File: config.mk
export PLATFORM = sky130hd
export DESIGN_NAME = signed_int_to_seven_seg_cmds_flat
export DESIGN_NICKNAME = d
export VERILOG_FILES = /design/src/sv/sits_pkg.sv /design/src/sv/sits_if.sv /design/src/sv/sits_digits.sv /design/src/sv/sits_serial.sv /design/src/sv/signed_int_to_seven_seg_cmds.sv /design/src/flat_wrapper.sv
export SDC_FILE = /design/constraint.sdc
export NUM_CORES = 1
export LEC_CHECK = 0
export BUFFER_PORTS_ARGS = -buffer_cell sky130_fd_sc_hd__buf_2
export CAP_MARGIN = 20
export CORE_ASPECT_RATIO = 1.5
export CORE_UTILIZATION = 50
export CTS_CLUSTER_DIAMETER = 120
export DETAILED_ROUTE_END_ITERATION = 10
export GPL_ROUTABILITY_DRIVEN = 0
export PLACE_DENSITY = 0.66
export SLEW_MARGIN = 20
export SYNTH_ARGS = -nofsm -noshare
export SYNTH_HDL_FRONTEND = slang
export SYNTH_HIERARCHICAL = 1
export SYNTH_SLANG_ARGS = --single-unit
File: constraint.sdc
create_clock -name clk -period 5.2 [get_ports clk]
set_input_delay 0.52 -clock clk [delete_from_list [all_inputs] [get_ports clk]]
set_output_delay 0.52 -clock clk [all_outputs]
set_load 0.05 [all_outputs]
File: src/sv/sits_pkg.sv
// Shared types, display codes and digit helpers for the signed integer display formatter.
package sits_pkg;

  localparam logic [7:0] CMD_DP_CTRL = 8'h77;
  localparam logic [7:0] CMD_BLANK   = 8'h78;
  localparam logic [7:0] CMD_MINUS   = 8'h2D;
  localparam logic [7:0] MARK_OVER   = 8'h20;
  localparam logic [7:0] MARK_NONE   = 8'h00;

  localparam int NUM_BYTES = 6;

  // Work carried down the digit pipeline. digs[0] is the thousands digit.
  typedef struct packed {
    logic            neg;
    logic            over;
    logic            zero;
    logic [13:0]     rem;
    logic [3:0][3:0] digs;
  } pipe_t;

  // The four formatted digit bytes and the mark byte. dig[0] is sent first.
  typedef struct packed {
    logic [7:0]      mark;
    logic [3:0][7:0] dig;
  } fmt_t;

  // One decimal digit of x for a constant place value, with x below ten places.
  function automatic logic [3:0] digit_of(logic [13:0] x, logic [13:0] place);
    logic [3:0] d;
    d = 4'd0;
    for (int k = 1; k < 10; k++) begin
      if (x >= 14'(k) * place) d = 4'(k);
    end
    return d;
  endfunction

  // Leading-blank and minus-sign rules over the four digits.
  function automatic fmt_t format_digits(pipe_t p);
    fmt_t       f;
    logic [4:0] nz;
    logic       started;
    started = 1'b0;
    nz[4]   = 1'b0;
    for (int i = 0; i < 4; i++) nz[i] = (p.digs[i] != 4'd0);
    f.mark = p.over ? MARK_OVER : MARK_NONE;
    for (int i = 0; i < 4; i++) begin
      if (started || nz[i] || (i == 3 && p.zero)) begin
        f.dig[i] = {4'd0, p.digs[i]};
        started  = 1'b1;
      end else if (p.neg && nz[i+1]) begin
        f.dig[i] = CMD_MINUS;
      end else begin
        f.dig[i] = CMD_BLANK;
      end
    end
    return f;
  endfunction

endpackage

File: src/sv/sits_if.sv
// Handshake channels: the input number word and the output command byte word.
interface sits_in_if;
  logic        valid;
  logic        ready;
  logic [15:0] number;

  modport source (output valid, output number, input ready);
  modport sink (input valid, input number, output ready);
endinterface

interface sits_out_if;
  logic       valid;
  logic       ready;
  logic [7:0] cmd_byte;
  logic       last;

  modport source (output valid, output cmd_byte, output last, input ready);
  modport sink (input valid, input cmd_byte, input last, output ready);
endinterface

File: src/sv/sits_digits.sv
// Four-stage pipeline from a signed number to its magnitude's last four decimal digits.
module sits_digits (
  input  logic                clk,
  input  logic                rst,
  input  logic                in_valid,
  output logic                in_ready,
  input  logic signed [15:0]  number,
  output logic                out_valid,
  input  logic                out_ready,
  output sits_pkg::pipe_t     out_data
);
  import sits_pkg::*;

  logic [3:0]  v;
  pipe_t       d [4];
  logic [3:0]  adv;

  logic        neg;
  logic [15:0] mag;
  logic [1:0]  tens_k;
  pipe_t       s0_next;
  pipe_t       s1_next;
  pipe_t       s2_next;
  pipe_t       s3_next;
  logic [3:0]  d1, d2, d3;

  assign adv[3] = !v[3] || out_ready;
  assign adv[2] = !v[2] || adv[3];
  assign adv[1] = !v[1] || adv[2];
  assign adv[0] = !v[0] || adv[1];
  assign in_ready = adv[0];

  // Stage 0: magnitude, overflow mark, and reduction modulo 10000.
  always_comb begin
    neg = number[15];
    mag = neg ? (16'd0 - number) : number;
    if (mag >= 16'd30000)      tens_k = 2'd3;
    else if (mag >= 16'd20000) tens_k = 2'd2;
    else if (mag >= 16'd10000) tens_k = 2'd1;
    else                       tens_k = 2'd0;
    s0_next.neg  = neg;
    s0_next.over = neg ? (mag > 16'd999) : (mag > 16'd9999);
    s0_next.zero = (mag == 16'd0);
    s0_next.rem  = 14'(mag - 16'(tens_k) * 16'd10000);
    s0_next.digs = '0;
  end

  assign d1 = digit_of(d[0].rem, 14'd1000);
  assign d2 = digit_of(d[1].rem, 14'd100);
  assign d3 = digit_of(d[2].rem, 14'd10);

  always_comb begin
    s1_next         = d[0];
    s1_next.digs[0] = d1;
    s1_next.rem     = d[0].rem - 14'(d1) * 14'd1000;
    s2_next         = d[1];
    s2_next.digs[1] = d2;
    s2_next.rem     = d[1].rem - 14'(d2) * 14'd100;
    s3_next         = d[2];
    s3_next.digs[2] = d3;
    s3_next.digs[3] = 4'(d[2].rem - 14'(d3) * 14'd10);
    s3_next.rem     = '0;
  end

  always_ff @(posedge clk) begin
    if (rst) begin
      v <= '0;
    end else begin
      if (adv[0]) v[0] <= in_valid;
      if (adv[1]) v[1] <= v[0];
      if (adv[2]) v[2] <= v[1];
      if (adv[3]) v[3] <= v[2];
    end
    if (adv[0]) d[0] <= s0_next;
    if (adv[1]) d[1] <= s1_next;
    if (adv[2]) d[2] <= s2_next;
    if (adv[3]) d[3] <= s3_next;
  end

  assign out_valid = v[3];
  assign out_data  = d[3];

  a_rem_thousands: assert property (@(posedge clk) disable iff (rst)
    v[0] |-> d[0].rem < 14'd10000) else $error("remainder not reduced below 10000");
  a_rem_hundreds: assert property (@(posedge clk) disable iff (rst)
    v[1] |-> d[1].rem < 14'd1000 && d[1].digs[0] <= 4'd9)
    else $error("thousands step out of range");
  a_digits: assert property (@(posedge clk) disable iff (rst)
    v[3] |-> d[3].digs[2] <= 4'd9 && d[3].digs[3] <= 4'd9)
    else $error("tens or units digit out of range");
  a_stall_hold: assert property (@(posedge clk) disable iff (rst)
    v[3] && !out_ready |=> v[3] && $stable(d[3]))
    else $error("last digit stage changed while stalled");
endmodule

File: src/sv/sits_serial.sv
// Six-byte shift register that sends one formatted word as a run of command bytes.
module sits_serial (
  input  logic          clk,
  input  logic          rst,
  input  logic          in_valid,
  output logic          in_ready,
  input  sits_pkg::fmt_t in_data,
  sits_out_if.source    cmd_ch
);
  import sits_pkg::*;

  logic [7:0] sh [NUM_BYTES];
  logic [2:0] cnt;
  logic       busy;
  logic       out_fire;
  logic       done;
  logic       load;

  assign out_fire = busy && cmd_ch.ready;
  assign done     = out_fire && (cnt == 3'(NUM_BYTES - 1));
  assign in_ready = !busy || done;
  assign load     = in_valid && in_ready;

  always_ff @(posedge clk) begin
    if (rst) begin
      busy <= 1'b0;
      cnt  <= '0;
    end else if (load) begin
      busy <= 1'b1;
      cnt  <= '0;
    end else if (done) begin
      busy <= 1'b0;
      cnt  <= '0;
    end else if (out_fire) begin
      cnt <= cnt + 3'd1;
    end
    if (load) begin
      sh[0] <= CMD_DP_CTRL;
      sh[1] <= in_data.mark;
      sh[2] <= in_data.dig[0];
      sh[3] <= in_data.dig[1];
      sh[4] <= in_data.dig[2];
      sh[5] <= in_data.dig[3];
    end else if (out_fire) begin
      for (int i = 0; i < NUM_BYTES - 1; i++) sh[i] <= sh[i+1];
      sh[NUM_BYTES-1] <= CMD_BLANK;
    end
  end

  assign cmd_ch.valid    = busy;
  assign cmd_ch.cmd_byte = sh[0];
  assign cmd_ch.last     = (cnt == 3'(NUM_BYTES - 1));

  a_first_byte: assert property (@(posedge clk) disable iff (rst)
    load |=> busy && cnt == 3'd0 && sh[0] == CMD_DP_CTRL)
    else $error("run did not start with the control code");
  a_run_continues: assert property (@(posedge clk) disable iff (rst)
    out_fire && !cmd_ch.last |=> busy && cnt == $past(cnt) + 3'd1)
    else $error("run broke off before its last byte");
  a_cnt_range: assert property (@(posedge clk) disable iff (rst)
    busy |-> cnt < 3'(NUM_BYTES)) else $error("byte count out of range");
endmodule

File: src/sv/signed_int_to_seven_seg_cmds.sv
// Top level: signed number in, six display command bytes out per number.
//
//   channel    dir  payload                   word
//   number_ch  in   number[15:0] signed       one number to show
//   cmd_ch     out  cmd_byte[7:0], last       one command byte, last on the sixth
//
// A number passes four digit stages, one formatting stage and the output register
// before its first byte is on cmd_ch. The output then sends six bytes; the output
// register takes the next number only as the last byte of the current one goes
// out, and the pipeline behind it holds up to five waiting numbers. Reset clears
// all valid bits and the byte count. A stall on cmd_ch holds each full stage in
// place and backs up into number_ch.ready.
module signed_int_to_seven_seg_cmds (
  input  logic       clk,
  input  logic       rst,
  sits_in_if.sink    number_ch,
  sits_out_if.source cmd_ch
);
  import sits_pkg::*;

  logic  dg_valid;
  logic  dg_ready;
  pipe_t dg_data;

  logic  fmt_v;
  fmt_t  fmt;
  logic  fmt_adv;
  logic  ser_ready;

  sits_digits u_digits (
    .clk       (clk),
    .rst       (rst),
    .in_valid  (number_ch.valid),
    .in_ready  (number_ch.ready),
    .number    (number_ch.number),
    .out_valid (dg_valid),
    .out_ready (dg_ready),
    .out_data  (dg_data)
  );

  // Formatting stage: blanks, minus sign and mark byte.
  assign fmt_adv  = !fmt_v || ser_ready;
  assign dg_ready = fmt_adv;

  always_ff @(posedge clk) begin
    if (rst) begin
      fmt_v <= 1'b0;
    end else if (fmt_adv) begin
      fmt_v <= dg_valid;
    end
    if (fmt_adv) fmt <= format_digits(dg_data);
  end

  sits_serial u_serial (
    .clk      (clk),
    .rst      (rst),
    .in_valid (fmt_v),
    .in_ready (ser_ready),
    .in_data  (fmt),
    .cmd_ch   (cmd_ch)
  );

  a_fmt_hold: assert property (@(posedge clk) disable iff (rst)
    fmt_v && !ser_ready |=> fmt_v && $stable(fmt))
    else $error("formatted word changed while stalled");
  a_fmt_mark: assert property (@(posedge clk) disable iff (rst)
    fmt_v |-> fmt.mark == MARK_OVER || fmt.mark == MARK_NONE)
    else $error("bad mark byte");
  a_no_accept_when_full: assert property (@(posedge clk) disable iff (rst)
    fmt_v && !ser_ready && dg_valid |-> !dg_ready)
    else $error("digit word taken while formatting stage is stalled");
endmodule
File: src/flat_wrapper.sv
// flat-port wrapper written by rule: the top's interface ports become plain ports
module signed_int_to_seven_seg_cmds_flat import sits_pkg::*;
  (clk, rst, number_ch_valid, number_ch_number, number_ch_ready, cmd_ch_valid, cmd_ch_cmd_byte, cmd_ch_last, cmd_ch_ready);
  sits_in_if number_ch_i ();
  sits_out_if cmd_ch_i ();
  input  logic clk;
  input  logic rst;
  input wire logic [$bits(number_ch_i.valid)-1:0] number_ch_valid;
  input wire logic [$bits(number_ch_i.number)-1:0] number_ch_number;
  output wire logic [$bits(number_ch_i.ready)-1:0] number_ch_ready;
  output wire logic [$bits(cmd_ch_i.valid)-1:0] cmd_ch_valid;
  output wire logic [$bits(cmd_ch_i.cmd_byte)-1:0] cmd_ch_cmd_byte;
  output wire logic [$bits(cmd_ch_i.last)-1:0] cmd_ch_last;
  input wire logic [$bits(cmd_ch_i.ready)-1:0] cmd_ch_ready;
  assign number_ch_i.valid = number_ch_valid;
  assign number_ch_i.number = number_ch_number;
  assign number_ch_ready = number_ch_i.ready;
  assign cmd_ch_valid = cmd_ch_i.valid;
  assign cmd_ch_cmd_byte = cmd_ch_i.cmd_byte;
  assign cmd_ch_last = cmd_ch_i.last;
  assign cmd_ch_i.ready = cmd_ch_ready;
  signed_int_to_seven_seg_cmds u_core (.clk(clk), .rst(rst), .number_ch(number_ch_i), .cmd_ch(cmd_ch_i));
endmodule
Word-level counts from Yosys, hierarchy flattened:

Memories as Yosys holds them, arrays and structs flattened.
Index checks and enable logic that the tools add are counted.

* flip-flop bits (word level): 46
* latch bits: 0
* bits in writable memories: 180
* memory bits (read-only): 0
* output and inout port bits: 11
* logic and storage cells: 163
* memories kept: 2

* add/subtract/negate cells: 6
* multipliers: 4
* div/mod/pow operators: 0
* order comparisons: 32
* equality and inequality tests: 1
* shift operators: 0
* multiplexer cells: 67
* bitwise gates (word level): 6
* reduce and logical (&&, ||, !) cells: 29

Memories
* u_core.u_digits.d: words 4, width 33, rd ports 4, clocked after Yosys merged registers in 0, wr ports 4, line sits_digits.sv:15 `pipe_t d [4];`
* u_core.u_serial.sh: words 6, width 8, rd ports 6, clocked after Yosys merged registers in 0, wr ports 6, line sits_serial.sv:12 `logic [7:0] sh [NUM_BYTES];`

Operators with widths (number)
* two-way mux 4 bit: 27
* >= comparator 14 x 10 -> 1 bit (second input constant): 5
* >= comparator 14 x 13 -> 1 bit (second input constant): 4
* >= comparator 14 x 7 -> 1 bit (second input constant): 4
* two-way mux 8 bit: 6
* >= comparator 14 x 6 -> 1 bit (second input constant): 3
* >= comparator 14 x 9 -> 1 bit (second input constant): 3
* >= comparator 16 x 15 -> 1 bit (second input constant): 2
* >= comparator 14 x 12 -> 1 bit (second input constant): 2
* >= comparator 14 x 5 -> 1 bit (second input constant): 2
* two-way mux 7 bit: 4
* subtractor 14 bit: 2
* two-way mux 1 bit: 26
* >= comparator 16 x 14 -> 1 bit (second input constant): 1
* > comparator 16 x 10 -> 1 bit (second input constant): 1
* > comparator 16 x 14 -> 1 bit (second input constant): 1
* zero test 16 bit: 1
* two-way mux 16 bit: 1
* nonzero test 4 bit: 4
* subtractor 1 x 16 -> 16 bit (first input constant): 1
* >= comparator 14 x 11 -> 1 bit (second input constant): 1
* >= comparator 14 bit (second input constant): 1
* >= comparator 14 x 4 -> 1 bit (second input constant): 1
* >= comparator 14 x 8 -> 1 bit (second input constant): 1
* other kinds (16): 41

Depth between registers and ports, before layout:

* word-level depth: 14
* mapped depth: 24
* depth with buffers taken out: 24

Modules after synthesis:

The synthesis kept the hierarchy.

By module, submodules not included
* sits_digits: times used 1, cells an instance 580, area each 5974.5 µm², sequential area each 2542.4 µm²
* sits_serial: times used 1, cells an instance 128, area each 2165.8 µm², sequential area each 1521.5 µm²
* signed_int_to_seven_seg_cmds: times used 1, cells an instance 63, area each 973.4 µm², sequential area each 740.7 µm²

Worst setup path before layout:

OpenSTA, ideal clock, no wires.

* path kind: flip-flop to flip-flop
* start point: memory u_core/u_digits/d[0][27] in the netlist's numbering
* end point: memory u_core/u_digits/d[1][28] in the netlist's numbering, data pin
* arrival time: 4630 ps
* setup slack: 375 ps
* cell stages (with the launch flop): 20
* path buffers: 1
* path through: edfxtp_1 clkbuf_1 o211ai_1 o21ai_0 nor2_1 a211o_1 nand2_1 inv_1 fa_1 fa_1 ha_1 a21o_1 a21oi_1 o21bai_1 a21oi_1 xor2_1 ha_1 inv_1 or4b_2 o311ai_0

RTL lines (line)
* start, declared: sits_digits.sv:15

==> impl_results.md <==
* Status: finished with violations
* Violated checks: DRC
* Post-Syn Area per Cell at 11.91 µm²
* Ratio of cells with drive above 1 in the final layout at 18.77%
* Clock transition at the registers of the reported paths at 0.07 ns
* Final Hold Viols at 0
* Final hold slack at 0.3005 ns
* Min-delay worst type: primary input to register
* Number of remaining DRC errors at 3
* Die area at 18,560 µm²
* Synth Instances at 756
* Drt total wl at 17,020 µm
* DP Wirelength at 12,300 µm
* Aggregate global routing overflow at 0
* Total track usage at 18.95%
* Largest fanout on the critical path at 7
* Number of cells on the worst hold path at 1
* CTS tree: yes
* Dpl cell area at 9414 µm²
* Area of the mapped netlist at 9005 µm²
* Period utilization at 96.46%
* Area growth, synth to finish at 13.26%
* CP delay by family, top: simple AND/OR/NAND/NOR gates
* Cell row count at 59
* H-tree levels at 4
* Worst setup SP type: register
* Antenna violations before repair at 0
* WP data arrival at 5.19 ns
* # port buffers at 30
* CTS Buf Count at 17
* Synthesis warning total at 6
* CTS max path bufs at 2
* IO Count at 31
* FF-to-FF path depth at 19
* Critical path endpoint category: register
* Vias per inst at 5.697
* Slowest cell on the critical path: or4_1
* F_max at 199.4 MHz
* Chip width at 111.6 µm
* Ant. Diodes at 0
* Max-Cap Viols at 0
* Largest net degree at the start of global routing at 49
* Final min period at 5.016 ns
* Hold_buf cts at 0
* # nets final at 902
* Initial Utilization at 51.47%
* Final slew viol count at 0
* CP Cell Sequence: or4_1, nor4_2, o21ai_0, nand2_1, o21ai_0, o311ai_0, a22oi_1, o21ai_0, buf_4, ha_1, ha_1, inv_1, fa_1, ha_1, nand2_1, a21oi_1, o21a_1, or4_1, o311a_1
* Clk sinks at 163
* First-pass GRT wire length at 27,820 µm
* Hold EP: u_core/u_digits/d[0][16]
* Required @ worst endpoint at 5.37 ns
* Worst slew pin tran at 1.050 ns
* Worst rel slew slack at 29.83%
* R2r setup slk at 0.18 ns
* Unrepaired setup endpoints after global routing: yes
* Worst reg2reg path startpoint: u_core/u_digits/d[1][29]
* RR Endpoint: u_core/u_digits/d[2][27]
* Core Box Area at 17,500 µm²
* Vias in the first global route at 6,061
* Clk_lat worst skew at 0.42 ns
* DRT Pass-1 Iters at 8
* Root Driver: clkbuf_16
* Most common cell after layout, fill and taps aside: edfxtp_1
* CP peak stage delay at 0.64 ns
* Via Count at 5,919
* Final setup violating endpoints at 0
* Worst Skew at 0.007131 ns
* Die Y at 166.4 µm
* Post-layout instance area at 10,200 µm²
* Post-route ant nets at 0
* Most frequent cells in the layout: edfxtp_1 (154), inv_1 (76), ha_1 (56), nor2_1 (44), nand2_1 (35)
* Crit Path Class: register to register
* Buffer and inverter count on the worst path at 2
* Initial drt markers at 455
* Hold Path Origin: number_ch_number[0]
* Wire per inst at 16.38 µm
## worst reg2reg max path, cell delays in order (launching register included)
cell and delay (ns):
edfxtp_1 0.47, or4_1 0.64, nor4_2 0.28, o21ai_0 0.16, nand2_1 0.08, o21ai_0 0.08
o311ai_0 0.19, a22oi_1 0.16, o21ai_0 0.23, buf_4 0.18, ha_1 0.23, ha_1 0.23
inv_1 0.08, fa_1 0.44, ha_1 0.35, nand2_1 0.08, a21oi_1 0.06, o21a_1 0.25
or4_1 0.44, o311a_1 0.15
## area by class of cell
class / instances / area, µm²
clock buffer: 17 / 425.4
timing repair buffer: 54 / 330.3
clock inverter: 15 / 180.2
fill: 1415 / 7297
multi-input combinational: 500 / 3899
inverter: 77 / 292.8
tap: 213 / 266.5
sequential: 163 / 4805
## through the flow
| stage | setup TNS, ns | worst slack, ns | cells | utilization, % |
|---|---|---|---|---|
| final | 0 | 0.1843 | 1039 | 58.29 |
| after global routing | -0.1169 | -0.08120 | 1039 | 58.29 |
| after CTS | 0 | 0.01056 | 1025 | 57.28 |
| after detailed placement | -0.08225 | -0.08225 | 993 | 53.81 |
| after global placement | 0 | 0.1990 | 993 | 53.81 |
| after floorplan | 0 | 0.3751 | 766 | - |
## state kept, by name (all words and copies together) (netlist names)
name and cells:
u_core/u_serial/cmd_ch.valid 1, u_core/u_serial/cnt 3, u_core/u_digits/d 82, u_core/u_serial/sh 48, u_core/fmt_v 1, u_core/fmt 24
u_core/u_digits/v 4
## worst max-delay path by stage
stage | from | to | cells after the start
CTS | u_core/u_digits/d[0][25] | u_core/u_digits/d[1][28] | 19
floorplan | u_core/u_digits/d[0][27] | u_core/u_digits/d[1][28] | 19
global placement | u_core/u_digits/d[0][25] | u_core/u_digits/d[1][28] | 18
detailed placement | u_core/u_digits/d[0][25] | u_core/u_digits/d[1][28] | 18
finish | u_core/u_digits/d[1][29] | u_core/u_digits/d[2][27] | 19
global route | u_core/u_digits/d[0][24] | u_core/u_digits/d[1][28] | 21
## per-layer routing
layer  part of all wire (%)  vias to the layer above  wire (µm)  track usage [%]
li1                       -                     2839          -                -
met1                     35                     2899       5901            17.65
met2                     60                      136      10170            38.75
met3                    2.7                       45        456            3.139
met4                    2.9                        0        493            8.931
met5                      0                        -          0                0
## what timing repair did
item	in CTS	in global routing
setup endpoints to repair	1	5
resized for setup	2	14
pin swaps	0	1
buffers inserted	0	14
Power is not shown: default switching activity piles up to over one toggle a cycle in this logic, so the estimate is an artifact.
